File: src/sv/wsl_pkg.sv
// Shared types and constants for the wheel speed limiter.
// Used by wsl_front, wsl_fifo, wsl_back and wheel_speed_limiter; no dependencies.

package wsl_pkg;

    localparam int NUM_WHEELS   = 4;
    localparam int WHEEL_IDX_W  = $clog2(NUM_WHEELS);
    localparam int SPEED_W      = 16;
    localparam int MAG_W        = SPEED_W + 1;
    localparam int LIMIT_W      = 15;
    localparam int PROD_W       = MAG_W + LIMIT_W;
    localparam int QUO_W        = 16;
    localparam int DIV_STEPS    = QUO_W / 2;
    localparam int STEP_W       = $clog2(DIV_STEPS);
    localparam int TICK_W       = 20;
    localparam int TICK_WRAP    = 1000000;
    localparam int FIFO_DEPTH   = 2;
    localparam int FIFO_PTR_W   = $clog2(FIFO_DEPTH);
    localparam int FIFO_CNT_W   = $clog2(FIFO_DEPTH + 1);

    localparam logic [LIMIT_W-1:0] LIMIT_RESET = LIMIT_W'(20000);

    localparam logic [1:0] PAIR_NONE   = 2'd0;
    localparam logic [1:0] PAIR_FIRST  = 2'd1;
    localparam logic [1:0] PAIR_SECOND = 2'd2;

    // One classified tick, handed from the front end to the divider back end.
    typedef struct packed {
        logic                                fault;
        logic                                scale;
        logic [1:0]                          pair;
        logic [LIMIT_W-1:0]                  limit;
        logic [MAG_W-1:0]                    max_mag;
        logic [NUM_WHEELS-1:0][MAG_W-1:0]    mag;
        logic [NUM_WHEELS-1:0][SPEED_W-1:0]  speed;
    } wsl_job_t;

endpackage

File: src/sv/wheel_speed_limiter.sv
// Top level of the wheel speed limiter: front end, job queue and divider back end.
// Depends on wsl_pkg, wsl_front, wsl_fifo and wsl_back.
//
//   channel   direction  handshake           payload
//   s_        in         s_valid / s_ready   s_wheel_speed_0..3, s_link_fault
//   m_        out        m_valid / m_ready   m_target_0..3, m_send_pair, m_was_scaled
//   cfg_      in         cfg_wr_en           cfg_wr_data (speed limit)
//
// A tick that needs scaling passes through the back end as a pop, then per wheel one
// multiply and the divider steps, then loading the output beat. Fault ticks and ticks
// within the limit go straight to the output beat. The shared divider sets the rate.
// The two-entry queue lets the front end take beats while the back end is busy.
// Reset is synchronous, active low; it clears the tick counter and restores the limit.

module wheel_speed_limiter import wsl_pkg::*; (
    input  logic                aclk,
    input  logic                aresetn,
    input  logic                cfg_wr_en,
    input  logic [LIMIT_W-1:0]  cfg_wr_data,
    input  logic                s_valid,
    output logic                s_ready,
    input  logic [SPEED_W-1:0]  s_wheel_speed_0,
    input  logic [SPEED_W-1:0]  s_wheel_speed_1,
    input  logic [SPEED_W-1:0]  s_wheel_speed_2,
    input  logic [SPEED_W-1:0]  s_wheel_speed_3,
    input  logic                s_link_fault,
    output logic                m_valid,
    input  logic                m_ready,
    output logic [SPEED_W-1:0]  m_target_0,
    output logic [SPEED_W-1:0]  m_target_1,
    output logic [SPEED_W-1:0]  m_target_2,
    output logic [SPEED_W-1:0]  m_target_3,
    output logic [1:0]          m_send_pair,
    output logic                m_was_scaled
);

    logic      q_full;
    logic      q_empty;
    logic      q_push;
    logic      q_pop;
    wsl_job_t  push_job;
    wsl_job_t  pop_job;

    wsl_front u_front (
        .aclk            (aclk),
        .aresetn         (aresetn),
        .cfg_wr_en       (cfg_wr_en),
        .cfg_wr_data     (cfg_wr_data),
        .s_valid         (s_valid),
        .s_ready         (s_ready),
        .s_wheel_speed_0 (s_wheel_speed_0),
        .s_wheel_speed_1 (s_wheel_speed_1),
        .s_wheel_speed_2 (s_wheel_speed_2),
        .s_wheel_speed_3 (s_wheel_speed_3),
        .s_link_fault    (s_link_fault),
        .q_full          (q_full),
        .q_push          (q_push),
        .q_job           (push_job)
    );

    wsl_fifo u_fifo (
        .aclk      (aclk),
        .aresetn   (aresetn),
        .push      (q_push),
        .push_data (push_job),
        .full      (q_full),
        .pop       (q_pop),
        .pop_data  (pop_job),
        .empty     (q_empty)
    );

    wsl_back u_back (
        .aclk         (aclk),
        .aresetn      (aresetn),
        .q_empty      (q_empty),
        .q_job        (pop_job),
        .q_pop        (q_pop),
        .m_valid      (m_valid),
        .m_ready      (m_ready),
        .m_target_0   (m_target_0),
        .m_target_1   (m_target_1),
        .m_target_2   (m_target_2),
        .m_target_3   (m_target_3),
        .m_send_pair  (m_send_pair),
        .m_was_scaled (m_was_scaled)
    );

endmodule

File: src/sv/wsl_front.sv
// Front end: takes input beats, keeps the tick counter and the speed limit,
// finds the largest magnitude and classifies each tick. Depends on wsl_pkg.

module wsl_front import wsl_pkg::*; (
    input  logic                aclk,
    input  logic                aresetn,
    input  logic                cfg_wr_en,
    input  logic [LIMIT_W-1:0]  cfg_wr_data,
    input  logic                s_valid,
    output logic                s_ready,
    input  logic [SPEED_W-1:0]  s_wheel_speed_0,
    input  logic [SPEED_W-1:0]  s_wheel_speed_1,
    input  logic [SPEED_W-1:0]  s_wheel_speed_2,
    input  logic [SPEED_W-1:0]  s_wheel_speed_3,
    input  logic                s_link_fault,
    input  logic                q_full,
    output logic                q_push,
    output wsl_job_t            q_job
);

    logic [LIMIT_W-1:0] speed_limit_reg;
    logic [LIMIT_W-1:0] speed_limit_next;
    logic [TICK_W-1:0]  tick_count_reg;
    logic [TICK_W-1:0]  tick_count_next;
    logic [TICK_W-1:0]  tick_inc;
    logic [MAG_W-1:0]   max01;
    logic [MAG_W-1:0]   max23;
    logic [MAG_W-1:0]   max_all;
    logic [NUM_WHEELS-1:0][SPEED_W-1:0] speed;
    logic [NUM_WHEELS-1:0][MAG_W-1:0]   mag;

    function automatic logic [MAG_W-1:0] magnitude(input logic [SPEED_W-1:0] v);
        logic [MAG_W-1:0] ext;
        ext = {1'b0, v};
        if (v[SPEED_W-1]) begin
            return (MAG_W'(1) << SPEED_W) - ext;
        end
        return ext;
    endfunction

    assign s_ready = !q_full;
    assign q_push  = s_valid && !q_full;

    assign speed[0] = s_wheel_speed_0;
    assign speed[1] = s_wheel_speed_1;
    assign speed[2] = s_wheel_speed_2;
    assign speed[3] = s_wheel_speed_3;

    always_comb begin
        for (int i = 0; i < NUM_WHEELS; i++) begin
            mag[i] = magnitude(speed[i]);
        end
    end

    assign max01   = (mag[0] > mag[1]) ? mag[0] : mag[1];
    assign max23   = (mag[2] > mag[3]) ? mag[2] : mag[3];
    assign max_all = (max01 > max23) ? max01 : max23;

    // Parity comes from the incremented count, before the wrap.
    assign tick_inc = tick_count_reg + TICK_W'(1);

    always_comb begin
        tick_count_next = tick_count_reg;
        if (q_push) begin
            tick_count_next = (tick_inc > TICK_W'(TICK_WRAP)) ? '0 : tick_inc;
        end
        speed_limit_next = cfg_wr_en ? cfg_wr_data : speed_limit_reg;
    end

    always_comb begin
        q_job.fault   = s_link_fault;
        q_job.scale   = !s_link_fault && (max_all > {{(MAG_W-LIMIT_W){1'b0}}, speed_limit_reg});
        q_job.pair    = s_link_fault ? PAIR_NONE : (tick_inc[0] ? PAIR_SECOND : PAIR_FIRST);
        q_job.limit   = speed_limit_reg;
        q_job.max_mag = max_all;
        q_job.mag     = mag;
        q_job.speed   = speed;
    end

    always_ff @(posedge aclk) begin
        if (!aresetn) begin
            tick_count_reg  <= '0;
            speed_limit_reg <= LIMIT_RESET;
        end else begin
            tick_count_reg  <= tick_count_next;
            speed_limit_reg <= speed_limit_next;
        end
    end

    a_tick_bounded: assert property (@(posedge aclk) disable iff (!aresetn)
        tick_count_reg <= TICK_W'(TICK_WRAP))
        else $error("tick counter went past the wrap value");

endmodule

File: src/sv/wsl_fifo.sv
// Two-entry job queue between the front end and the divider back end.
// Depends on wsl_pkg for the job type and depth.

module wsl_fifo import wsl_pkg::*; (
    input  logic      aclk,
    input  logic      aresetn,
    input  logic      push,
    input  wsl_job_t  push_data,
    output logic      full,
    input  logic      pop,
    output wsl_job_t  pop_data,
    output logic      empty
);

    wsl_job_t                mem_reg [FIFO_DEPTH];
    logic [FIFO_PTR_W-1:0]   wr_ptr_reg;
    logic [FIFO_PTR_W-1:0]   wr_ptr_next;
    logic [FIFO_PTR_W-1:0]   rd_ptr_reg;
    logic [FIFO_PTR_W-1:0]   rd_ptr_next;
    logic [FIFO_CNT_W-1:0]   count_reg;
    logic [FIFO_CNT_W-1:0]   count_next;
    logic                    do_push;
    logic                    do_pop;

    assign full     = (count_reg == FIFO_CNT_W'(FIFO_DEPTH));
    assign empty    = (count_reg == '0);
    assign do_push  = push && !full;
    assign do_pop   = pop && !empty;
    assign pop_data = mem_reg[rd_ptr_reg];

    // Pointers wrap naturally because the depth is a power of two.
    always_comb begin
        wr_ptr_next = do_push ? wr_ptr_reg + FIFO_PTR_W'(1) : wr_ptr_reg;
        rd_ptr_next = do_pop  ? rd_ptr_reg + FIFO_PTR_W'(1) : rd_ptr_reg;
        count_next  = count_reg;
        if (do_push && !do_pop) begin
            count_next = count_reg + FIFO_CNT_W'(1);
        end else if (do_pop && !do_push) begin
            count_next = count_reg - FIFO_CNT_W'(1);
        end
    end

    always_ff @(posedge aclk) begin
        if (do_push) begin
            mem_reg[wr_ptr_reg] <= push_data;
        end
    end

    always_ff @(posedge aclk) begin
        if (!aresetn) begin
            wr_ptr_reg <= '0;
            rd_ptr_reg <= '0;
            count_reg  <= '0;
        end else begin
            wr_ptr_reg <= wr_ptr_next;
            rd_ptr_reg <= rd_ptr_next;
            count_reg  <= count_next;
        end
    end

    a_count_bounded: assert property (@(posedge aclk) disable iff (!aresetn)
        count_reg <= FIFO_CNT_W'(FIFO_DEPTH))
        else $error("queue count exceeds its depth");

endmodule

File: src/sv/wsl_back.sv
// Back end: scales over-limit ticks by limit / max with one multiplier and a shared
// two-bit-per-cycle restoring divider, then holds the result beat. Depends on wsl_pkg.

module wsl_back import wsl_pkg::*; (
    input  logic                aclk,
    input  logic                aresetn,
    input  logic                q_empty,
    input  wsl_job_t            q_job,
    output logic                q_pop,
    output logic                m_valid,
    input  logic                m_ready,
    output logic [SPEED_W-1:0]  m_target_0,
    output logic [SPEED_W-1:0]  m_target_1,
    output logic [SPEED_W-1:0]  m_target_2,
    output logic [SPEED_W-1:0]  m_target_3,
    output logic [1:0]          m_send_pair,
    output logic                m_was_scaled
);

    localparam logic [2:0] ST_IDLE = 3'd0;
    localparam logic [2:0] ST_MUL  = 3'd1;
    localparam logic [2:0] ST_DIV  = 3'd2;
    localparam logic [2:0] ST_OUT  = 3'd3;

    logic [2:0]               st_reg, st_next;
    wsl_job_t                 job_reg, job_next;
    logic [WHEEL_IDX_W-1:0]   idx_reg, idx_next;
    logic [STEP_W-1:0]        step_reg, step_next;
    logic [MAG_W-1:0]         rem_reg, rem_next;
    logic [QUO_W-1:0]         quo_reg, quo_next;
    logic [NUM_WHEELS-1:0][SPEED_W-1:0] res_reg, res_next;

    logic                     m_valid_reg, m_valid_next;
    logic [NUM_WHEELS-1:0][SPEED_W-1:0] m_target_reg, m_target_next;
    logic [1:0]               m_send_pair_reg, m_send_pair_next;
    logic                     m_was_scaled_reg, m_was_scaled_next;

    logic [PROD_W-1:0]        prod;
    logic [MAG_W:0]           trial1, trial2, divisor;
    logic                     ge1, ge2;
    logic [MAG_W-1:0]         rem1, rem2;
    logic [QUO_W-1:0]         quo_step;
    logic [SPEED_W-1:0]       q_signed;
    logic                     out_free;

    assign out_free = !m_valid_reg || m_ready;

    // One multiply per wheel, registered before the divider starts.
    assign prod = job_reg.mag[idx_reg] * {{(MAG_W-LIMIT_W){1'b0}}, job_reg.limit};

    // Two restoring steps per cycle; the remainder always stays below max_mag.
    assign divisor  = {1'b0, job_reg.max_mag};
    assign trial1   = {rem_reg, quo_reg[QUO_W-1]};
    assign ge1      = trial1 >= divisor;
    assign rem1     = ge1 ? MAG_W'(trial1 - divisor) : MAG_W'(trial1);
    assign trial2   = {rem1, quo_reg[QUO_W-2]};
    assign ge2      = trial2 >= divisor;
    assign rem2     = ge2 ? MAG_W'(trial2 - divisor) : MAG_W'(trial2);
    assign quo_step = {quo_reg[QUO_W-3:0], ge1, ge2};
    assign q_signed = job_reg.speed[idx_reg][SPEED_W-1] ? SPEED_W'(~quo_step + QUO_W'(1))
                                                       : SPEED_W'(quo_step);

    always_comb begin
        st_next           = st_reg;
        job_next          = job_reg;
        idx_next          = idx_reg;
        step_next         = step_reg;
        rem_next          = rem_reg;
        quo_next          = quo_reg;
        res_next          = res_reg;
        m_valid_next      = m_valid_reg && !m_ready;
        m_target_next     = m_target_reg;
        m_send_pair_next  = m_send_pair_reg;
        m_was_scaled_next = m_was_scaled_reg;
        q_pop             = 1'b0;

        case (st_reg)
            ST_IDLE: begin
                if (!q_empty) begin
                    q_pop    = 1'b1;
                    job_next = q_job;
                    idx_next = '0;
                    if (q_job.fault) begin
                        res_next = '0;
                        st_next  = ST_OUT;
                    end else if (!q_job.scale) begin
                        res_next = q_job.speed;
                        st_next  = ST_OUT;
                    end else begin
                        st_next = ST_MUL;
                    end
                end
            end
            ST_MUL: begin
                rem_next  = MAG_W'(prod[PROD_W-1:QUO_W]);
                quo_next  = prod[QUO_W-1:0];
                step_next = '0;
                st_next   = ST_DIV;
            end
            ST_DIV: begin
                rem_next  = rem2;
                quo_next  = quo_step;
                step_next = step_reg + STEP_W'(1);
                if (step_reg == STEP_W'(DIV_STEPS - 1)) begin
                    res_next[idx_reg] = q_signed;
                    if (idx_reg == WHEEL_IDX_W'(NUM_WHEELS - 1)) begin
                        st_next = ST_OUT;
                    end else begin
                        idx_next = idx_reg + WHEEL_IDX_W'(1);
                        st_next  = ST_MUL;
                    end
                end
            end
            ST_OUT: begin
                if (out_free) begin
                    m_valid_next      = 1'b1;
                    m_target_next     = res_reg;
                    m_send_pair_next  = job_reg.pair;
                    m_was_scaled_next = job_reg.scale;
                    st_next           = ST_IDLE;
                end
            end
            default: begin
                st_next = ST_IDLE;
            end
        endcase
    end

    always_ff @(posedge aclk) begin
        job_reg          <= job_next;
        idx_reg          <= idx_next;
        step_reg         <= step_next;
        rem_reg          <= rem_next;
        quo_reg          <= quo_next;
        res_reg          <= res_next;
        m_target_reg     <= m_target_next;
        m_send_pair_reg  <= m_send_pair_next;
        m_was_scaled_reg <= m_was_scaled_next;
    end

    always_ff @(posedge aclk) begin
        if (!aresetn) begin
            st_reg      <= ST_IDLE;
            m_valid_reg <= 1'b0;
        end else begin
            st_reg      <= st_next;
            m_valid_reg <= m_valid_next;
        end
    end

    assign m_valid      = m_valid_reg;
    assign m_target_0   = m_target_reg[0];
    assign m_target_1   = m_target_reg[1];
    assign m_target_2   = m_target_reg[2];
    assign m_target_3   = m_target_reg[3];
    assign m_send_pair  = m_send_pair_reg;
    assign m_was_scaled = m_was_scaled_reg;

    a_no_zero_divisor: assert property (@(posedge aclk) disable iff (!aresetn)
        (st_reg == ST_DIV) |-> (job_reg.max_mag != '0))
        else $error("divider running with a zero divisor");

    a_quotient_within_limit: assert property (@(posedge aclk) disable iff (!aresetn)
        (st_reg == ST_DIV && step_reg == STEP_W'(DIV_STEPS - 1))
            |-> (quo_step <= QUO_W'(job_reg.limit)))
        else $error("scaled magnitude exceeds the speed limit");

    a_fault_beat_zero: assert property (@(posedge aclk) disable iff (!aresetn)
        (m_valid_reg && m_send_pair_reg == PAIR_NONE)
            |-> (m_target_reg == '0 && !m_was_scaled_reg))
        else $error("fault beat carries nonzero targets");

endmodule

File: config.mk
export PLATFORM = sky130hd
export DESIGN_NAME = wheel_speed_limiter
export DESIGN_NICKNAME = d
export VERILOG_FILES = /design/src/sv/wsl_pkg.sv /design/src/sv/wheel_speed_limiter.sv /design/src/sv/wsl_front.sv /design/src/sv/wsl_fifo.sv /design/src/sv/wsl_back.sv
export SDC_FILE = /design/constraint.sdc
export NUM_CORES = 2
export LEC_CHECK = 0
export ABC_AREA = 1
export BUFFER_PORTS_ARGS = -buffer_cell sky130_fd_sc_hd__buf_2
export CAP_MARGIN = 25
export CORE_MARGIN = 4
export CORE_UTILIZATION = 39
export CTS_BUF_LIST = sky130_fd_sc_hd__clkbuf_8
export DETAILED_ROUTE_END_ITERATION = 10
export PLACE_DENSITY_LB_ADDON = 0.25
export SYNTH_ARGS = -nofsm -noshare
export SYNTH_HDL_FRONTEND = slang
export SYNTH_HIERARCHICAL = 1
export SYNTH_SLANG_ARGS = --single-unit
File: constraint.sdc
create_clock -name aclk -period 13.8 [get_ports aclk]
set_clock_uncertainty 0.1 [all_clocks]
set_input_delay 2.07 -clock aclk [delete_from_list [all_inputs] [get_ports aclk]]
set_output_delay 2.07 -clock aclk [all_outputs]
set_load 0.05 [all_outputs]
==> impl_summary.md <==
STA
Dividing the final minimum period by the clock period gives 63.56%. The worst pin sits at a relative slew slack of around 23%. The post-route minimum period is approximately 9000 ps. The setup-violating endpoint count in the final report is 0.

The setup total negative slack is 0 ps. The total count of max-transition violations in the final report was 0. Setup repair after global routing left no endpoint under its margin.

The count of final hold-check violations is 0. The maximum frequency from static timing analysis is 114.0 MHz. Across all hold checks on the routed design, the worst slack comes to roughly 300 ps. At the pin with the least slew margin, the transition time is roughly 1100 ps.

Yosys
Ranked by total cell area, the synthesized netlist is headed by edfxtp_1, fa_1, nand2_1, ha_1, inv_1. For this run, the leading register cell type out of synthesis is edfxtp_1. The synthesized flop and latch total is between 600 and 700. Of the post-synthesis cell area, the dominant cell type holds a little under half.

The number of distinct library cell variants in the gate-level netlist after synthesis is 63. The number of cells produced by synthesis is ~3800. The async set-reset flop share out of synthesis is 0%.

The Yosys step of the flow raised 6 warnings. Of all cell types, the one taking the most synthesized area is edfxtp_1. The register area share after synthesis is about half. Counting instances in the post-synthesis netlist gives the leading cell types as nand2_1, edfxtp_1, inv_1, nor2_1, ha_1. In this run, synthesis inferred ~600 flip-flops with an integrated enable.

The leading cell type by number of instances after synthesis is nand2_1. The cell area that synthesis handed to floorplanning was ~0.040 mm^2. The mean instance size in the synthesized netlist is around 11 um^2.

Setup path
The launch instance of the worst register-to-register path is u_back/idx_reg[1]. The endpoint type of the worst setup path is a register. STA puts the critical path data arrival time at between 9000 and 10000 ps.

The type of element launching the critical path is an input pin. The setup path with the least slack is of type input pin to register. The number of cells on the worst reg-to-reg path is 26. The critical path ends at u_fifo/mem_reg[1][166]. Along the worst path, the maximum fanout reaches 31. The cell that appears most often on the critical path is nand2_1. At the worst endpoint, the required time is between 10000 and 15000 ps. On the critical path, the stage with the largest delay is an instance of inv_1. The reg-to-reg critical path endpoint is u_back/rem_reg[9]. The worst setup slack for register-to-register paths is around 5300 ps. The stage delay of the slowest cell on the critical path is 610 ps. The worst setup path startpoint is s_wheel_speed_1[0].

Clocking
In this run the post-CTS setup repair buffer count came out at 0. The hold-fix buffer count after cts is 0. No sink is reached through more buffers than the 3 on the longest clock path. CTS placed an instance of clkbuf_8 at the clock tree root.

In this run, CTS created clock tree buffers numbering 107. The CTS tree is yes. The number of H-tree levels is 3. The clock-pin slew on the worst setup and hold paths is roughly 70 ps. The clock network latency to the later pin of the worst-skew pair is roughly 730 ps. The count of clock tree sinks is ~660. In this run, post-CTS repair resized a total of 0 instances.

GRT
Across every metal layer, demand over resource in global routing totals approximately a fifth. The initial antenna violation count was 18. The via count of the first global-routing pass is 26460. The pin count of the biggest net entering global routing is 110.

The total overflow left after global routing is 0. The first-pass GRT wire length is between 150 and 200 mm.

Floorplanning
The effective utilization at floorplan is 39.29%. The die is around 330 um wide. Measured along the y axis, the die boundary spans 328.4 um. The standard cell core area is 0.1019 mm^2.

The floorplan step defined a die boundary enclosing 0.1078 mm^2. The top-level port count is around 150. The total number of placement rows is about 120.

Drt
The number of antenna-violating nets in the routed design is 0. The detailed router finished its first iteration with roughly 2200 violations. The detailed router placed roughly 26000 vias in this run. The total iterations of the first detailed-routing run is 6. The number of vias per cell is 4.939. The routed wirelength normalized by instance count is between 20 and 25 um. The number of remaining DRC errors is 0. The detailed-route wire length is roughly 110 mm.

Placement
The sum of net half-perimeters after detailed placement is about 81 mm. At the end of routability-driven placement, the weighted congestion stood at 0.8858. The number of I/O port buffers is between 150 and 200. The placement-stage cell area is roughly 0.042 mm^2.

Finish
The share of layout cells above drive strength 1 is approximately 16%. Once layout is done, the placed cells without fillers occupy between 0.04 and 0.05 mm^2. The register with the most flip-flops in the layout has ~340 of them. The layout-stage area growth over the synthesis result is 9.715%.

The total number of nets in the final design is ~4400.

Run status
The flow ran to the end, and the final reports show no timing, DRC or antenna violations.

Flow run
The tool flagged a number of max-cap violations equal to 0.

Hold path
The class of the most critical hold timing path is register to register.
-- worst max-delay path: cells and delay by family --
kind,cells,cell delay [ps]
simple gates,23,3030
fa+ha+maj,3,930
compound gates,12,1590
xor+xnor,1,260
buf+inv,7,1190
-- placed cells by master, fill, tap and decap left out, drive strengths merged, types with 2 or more instances in the layout --
cell / synthesis / final
nand2: 760 / 760
nand4: 28 / 28
diode: 0 / 10
mux2: 168 / 168
or2: 17 / 17
nand3b: 6 / 6
a31oi: 13 / 13
nor2: 303 / 303
edfxtp: 612 / 612
o22ai: 2 / 2
o211ai: 9 / 9
inv: 535 / 574
conb: 2 / 11
a211oi: 8 / 8
xnor2: 29 / 29
clkinvlp: 0 / 2
ha: 212 / 212
bufinv: 0 / 6
buf: 116 / 187
a21oi: 137 / 137
o21ai: 208 / 208
o31ai: 6 / 6
a21o: 9 / 9
nand3: 144 / 144
nor4: 8 / 8
o21bai: 10 / 10
clkbuf: 50 / 110
fa: 195 / 195
o21a: 3 / 3
dfxtp: 43 / 43
nor3: 26 / 26
xor2: 74 / 74
o221ai: 5 / 5
clkinv: 11 / 54
-- how the worst min path moves through the flow --
stage                               start                     end  slack [ps]  depth (start not counted)
2_1_floorplan         u_back/job_reg[164]   u_back/m_send_pair[0]         300                          0
3_3_place_gp           u_back/res_reg[33]    u_back/m_target_2[1]         300                          0
3_5_place_dp           u_back/res_reg[29]   u_back/m_target_1[13]         300                          0
4_1_cts        u_front/speed_limit_reg[6]  u_fifo/mem_reg[1][155]         310                          0
5_1_grt                u_back/res_reg[49]    u_back/m_target_3[1]         320                          0
6_report               u_back/res_reg[35]    u_back/m_target_2[3]         300                          0
-- routing by layer --
metal  part of all wire (%)  track usage, %  up-vias
li1                       -               -    12690
met1                     44           27.93    12880
met2                     47           32.73      795
met3                    6.5           2.947      130
met4                    2.0           4.628        2
met5                 0.0065               0        -
-- logic make-up after synthesis --
kind of cell               synth area share (%)
AOI/OAI and AO/OA                         5.911
xor gates and xnor gates                  2.310
adders and majority gates                 16.38
buffers and inverters                     7.852
DFF                                       48.06
muxes                                     5.698
other                                   0.01876
and+or+nand+nor                           13.77
-- through the flow --
step                setup WS (ps)  std cells  utilization (%)
detailed placement           4457       5155            41.01
CTS                          5177       5355            43.08
global placement             4415       5155            41.01
floorplan                    3241       3766                -
finish                       5029       5365            43.10
global route                 4314       5359            43.09
-- layout make-up --
class,count,area [um^2]
fillers,9857,57970
flip-flops and latches,655,19240
multi-input cells,2399,17720
inverters,546,2057
well taps,1368,1712
clock buffers,110,1514
repair buffers,187,1046
clock inverters,90,599.3
diodes,10,25.02
Power is left out: the tool's default activity adds up to more than one toggle a clock period on the data nets, which glitch-free logic cannot reach.
